File: src/rtl/assert_macros.svh
// Assertion macros for the double-ended priority queue RTL.
// Depends on nothing; included by files that carry concurrent checks.
`ifndef ASSERT_MACROS_SVH
`define ASSERT_MACROS_SVH

// Same-cycle implication, disabled while reset is high.
`define ASSERT_IMPL(label, clk, rst, ante, cons) \
  label: assert property (@(posedge clk) disable iff (rst) (ante) |-> (cons)) \
    else $error("assertion failed");

// Next-cycle implication, disabled while reset is high.
`define ASSERT_NEXT(label, clk, rst, ante, cons) \
  label: assert property (@(posedge clk) disable iff (rst) (ante) |=> (cons)) \
    else $error("assertion failed");

`endif

File: src/rtl/depq_pkg.sv
// Shared types and constants for the double-ended priority queue.
// Depends on nothing; imported by the cell and the top level.
`timescale 1ns / 1ps

package depq_pkg;

  localparam int CAPACITY = 64;
  localparam int DATA_W   = 32;
  localparam int IDX_W    = (CAPACITY > 1) ? $clog2(CAPACITY) : 1;
  localparam int CNT_W    = $clog2(CAPACITY + 1);

  typedef enum logic [1:0] {
    REQ_INSERT  = 2'd0,
    REQ_POP_MAX = 2'd1,
    REQ_POP_MIN = 2'd2
  } req_t;

  typedef enum logic [1:0] {
    ST_OK    = 2'd0,
    ST_EMPTY = 2'd1,
    ST_FULL  = 2'd2
  } status_t;

  // Broadcast from the top level to every cell in the row.
  typedef struct packed {
    logic                     ins;    // insert word at its sorted place
    logic                     shift;  // pop smallest: move every word down
    logic signed [DATA_W-1:0] value;
    logic        [CNT_W-1:0]  count;
  } ctl_t;

endpackage

File: src/rtl/depq_cell.sv
// One place of the sorted row: holds a word, compares it with the broadcast value.
// Depends on depq_pkg.
`timescale 1ns / 1ps

module depq_cell
  import depq_pkg::*;
(
  input  logic                     clk,
  input  logic        [IDX_W-1:0]  idx,
  input  ctl_t                     ctl,
  input  logic signed [DATA_W-1:0] prev_val,
  input  logic                     prev_gt,
  input  logic signed [DATA_W-1:0] next_val,
  output logic signed [DATA_W-1:0] val,
  output logic                     gt,
  output logic signed [DATA_W-1:0] tap
);

  logic occ;
  logic at_end;
  logic last;

  // Decode position against the fill count
  always_comb begin
    occ    = {{(CNT_W-IDX_W){1'b0}}, idx} < ctl.count;
    at_end = {{(CNT_W-IDX_W){1'b0}}, idx} == ctl.count;
    last   = ({{(CNT_W-IDX_W){1'b0}}, idx} + CNT_W'(1)) == ctl.count;
    gt     = occ && (val > ctl.value);
    tap    = last ? val : '0;
  end

  // Shift up on insert, shift down on pop smallest, else hold
  always_ff @(posedge clk) begin
    if (ctl.ins) begin
      if (prev_gt) begin
        val <= prev_val;
      end else if (gt || at_end) begin
        val <= ctl.value;
      end
    end else if (ctl.shift && occ) begin
      val <= next_val;
    end
  end

endmodule

File: config.mk
export PLATFORM = sky130hd
export DESIGN_NAME = depq_cell
export DESIGN_NICKNAME = d
export VERILOG_FILES = /design/src/rtl/assert_macros.svh /design/src/rtl/depq_pkg.sv /design/src/rtl/depq_cell.sv
export SDC_FILE = /design/constraint.sdc
export NUM_CORES = 1
export LEC_CHECK = 0
export ABC_CLOCK_PERIOD_IN_PS = 7480
export BUFFER_PORTS_ARGS = -buffer_cell sky130_fd_sc_hd__buf_2
export CAP_MARGIN = 10
export CORE_MARGIN = 1.5
export CORE_UTILIZATION = 49
export CTS_BUF_LIST = sky130_fd_sc_hd__clkbuf_8
export DETAILED_ROUTE_END_ITERATION = 10
export GPL_TIMING_DRIVEN = 0
export PLACE_DENSITY = 0.95
export SETUP_SLACK_MARGIN = 0.4
export SLEW_MARGIN = 20
export SYNTH_ARGS = -nofsm -noshare
export SYNTH_HDL_FRONTEND = slang
export SYNTH_SLANG_ARGS = --single-unit
File: constraint.sdc
create_clock -name clk -period 7.48 [get_ports clk]
set_clock_uncertainty 0.05 [all_clocks]
set_input_delay 1.496 -clock clk [delete_from_list [all_inputs] [get_ports clk]]
set_output_delay 1.496 -clock clk [all_outputs]
set_load 0.005 [all_outputs]
==> impl_metrics.env <==
export IMPL_grt_ovfl_total=0
export IMPL_rsz0062_at_grt="false"
export IMPL_period_share_pct=66.8
export IMPL_crit_fanout=6
export IMPL_syn_avg_cell_area_um2=8.90
export IMPL_ctsResizeCount=0
export IMPL_first_global_vias=3329
export IMPL_dieHeight_um=81.7
export IMPL_cpMaxStageDelayCell="ha_1"
export IMPL_holdCritPathClass="reg -> reg"
export IMPL_synth_top_area_cell="edfxtp_1"
export IMPL_fp_dieArea_um2=6680
export IMPL_cp_slowest_stage_delay_ns=0.38
export IMPL_relSlewSlack_pct=53.2
export IMPL_final_nets=677
export IMPL_cpMostUsedCell="buf_2"
export IMPL_crit_type="in -> out"
export IMPL_cts_sinks=32
export IMPL_tightest_slew_ns=0.701
export IMPL_clkTransAtPathRegs_ns=0.08
export IMPL_cts_tree="built"
export IMPL_outcome="finished, final reports clean"
export IMPL_timing_critical_path_buf_inv=3
export IMPL_std_cell_rows=28
export IMPL_vias_per_cell=5.46
export IMPL_track_usage_pct=28.4
export IMPL_fin_tns_setup_ns=0
export IMPL_fillers=496
export IMPL_critPathArrivalTime_ns=3.45
export IMPL_max_clock_freq_mhz=200
export IMPL_ioPinCount=178
export IMPL_clockBufferDepth=2
export IMPL_vdd_ir_drop_worst_mv=0.108
export IMPL_cts_buffers=5
export IMPL_grt_pass1_wl_um=14600
export IMPL_crit_chain="buf_2, inv_1, ha_1, nand4_2, nor2_1, a221oi_2, o211ai_2, or3_1, a211oi_1, buf_2"
export IMPL_htree_levels=2
export IMPL_fin_crit_ns=5.00
export IMPL_area_growth_pct=36.9
export IMPL_grt_max_degree=18
export IMPL_dp_final_hpwl_um=7910
export IMPL_fp_coreArea_um2=5960
export IMPL_cts_root_buf="clkbuf_8"
export IMPL_synth_commonest_cells="47 x a21oi_1, 40 x inv_1, 39 x ha_1, 39 x nor2_1, 33 x and2_1"
export IMPL_post_cts_buffers=0
export IMPL_antenna_found_initial=0
export IMPL_finalSetupViolations=0
export IMPL_vias=3283
export IMPL_worstSetupEndpointType="output port"
export IMPL_dr_pass1_iters=5
export IMPL_hold_violations=0
export IMPL_globalplace_congestion=0.907
export IMPL_cp_data_required_time_ns=5.93
export IMPL_utilization_pct=69.8
export IMPL_drc=0
export IMPL_ys_ff_latch=32
export IMPL_yosys_warnings=0
export IMPL_drt_total_wl_um=9530
export IMPL_cap_violations=0
export IMPL_yosysMostFrequentCell="a21oi_1"
export IMPL_wl_per_cell_um=15.8
export IMPL_num_antenna_cells=0
export IMPL_first_iter_violations=117
export IMPL_largest_register_ffs=32
export IMPL_slew_viol_final=0
export IMPL_synth_edf_count=32
export IMPL_top_register="val"
export IMPL_largestRegisters="val x32"
export IMPL_finalPower_uw=617
export IMPL_ant_nets=0
export IMPL_critical_path_top_delay_family="compound AO/OA/AOI/OAI gates"
export IMPL_pwr_density_cell_nw_per_um2=148
export IMPL_p_leak_nw=2.23
export IMPL_postLayoutCellArea_um2=4160
export IMPL_die_width_um=81.7
export IMPL_synthCells=341
export IMPL_io_buffers=176
export IMPL_cts_hold_buf=0
export IMPL_synth_top_area_share_pct=31.7
export IMPL_layout_drive_gt1_share_pct=37.6
export IMPL_dpl_instance_area_um2=4050
export IMPL_ys_flop_type="edfxtp_1"
export IMPL_start_kind="primary input"
export IMPL_async_flop_share_pct=0
export IMPL_synth_area_leaders="edfxtp_1 32%, ha_1 16%, mux2i_1 11%, a21oi_1 7.7%, and2_1 6.8%"
export IMPL_clk_latency_ns=0.29
export IMPL_syn_num_nets=493
export IMPL_synth_area_um2=3040
export IMPL_netlist_cell_type_count=39
export IMPL_initial_core_util_pct=51.0
export IMPL_seq_area_frac_synth_pct=31.7
## worst register-to-register path: cells and delay by family, from the launching register on
family | cells | cell delay (ns)
AOI/OAI and AO/OA | 3 | 1.00
and+or+nand+nor | 2 | 0.64
adders and majority gates | 1 | 0.42
DFF | 1 | 0.41
buffers and inverters | 1 | 0.23
## stage by stage
stage          hold slack (ns)  worst slack [ns]  std cells
2_1_floorplan             1.62              2.72        341
3_3_place_gp              1.76              1.67        592
3_5_place_dp              1.31              2.47        593
4_1_cts                   1.32              2.48        601
5_1_grt                   1.38              2.31        601
6_report                  1.33              2.48        601
## path summary, 6_finish.rpt
kind	start	to	slack, ns	depth (start not counted)
hold reg to reg	val[31]	val[2]	1.33	5
setup / recovery	ctl[38]	gt	2.48	10
hold / removal	val[31]	val[2]	1.33	5
setup reg to reg	val[31]	val[21]	4.44	7
## power by group
| group | switching [mW] | total (mW) | leakage (nW) | internal, mW |
|---|---|---|---|---|
| registers | 0.0158 | 0.242 | 0.312 | 0.226 |
| clock network | 0.0713 | 0.168 | 0.0532 | 0.0971 |
| logic | 0.109 | 0.206 | 1.86 | 0.0965 |
| total | 0.197 | 0.617 | 2.23 | 0.420 |
## cell type report
class	instances	area (um^2)	share of cell area, %
Multi-Input combinational cell	255	1880	45.1
Sequential cell	32	961	23.1
Timing Repair Buffer	177	908	21.9
Inverter	40	150	3.61
Tap cell	75	93.8	2.26
Clock buffer	5	68.8	1.66
Buffer	14	60.1	1.45
Clock inverter	3	37.5	0.903
## cells in the final DEF (no fill, tap or decap), types with 2 or more instances in the layout
master    count
nor2_1       39
clkbuf_1      8
a211oi_1      4
or3_1         3
xnor2_1       3
ha_1         39
inv_1        40
a21oi_1      46
nor2b_1       2
o21ai_0       5
clkinv_1      2
edfxtp_1     32
a21o_1        2
mux2i_1      32
nand4_2       2
nor3_1        3
and2_1       33
clkbuf_2      3
xor2_1        4
nand2_1       8
nand3_1       5
buf_2       179
clkbuf_8      5
nand4_1       7
## cell families after synthesis
family | synth area share (%)
adder cells (fa/ha/maj) | 16.1
AO/OA/AOI/OAI | 13.6
XOR/XNOR | 2.02
multiplexers | 10.6
AND/OR/NAND/NOR | 19.2
buffers and inverters | 6.92
flip-flops | 31.7
## routing by layer
metal	routed length [um]	track usage [%]	vias up
met5	0	0	-
met4	215	13.2	0
met3	555	3.89	22
met2	4990	51.9	154
met1	3770	32.7	1535
li1	-	-	1572
Power figures use the tool's default switching activity.
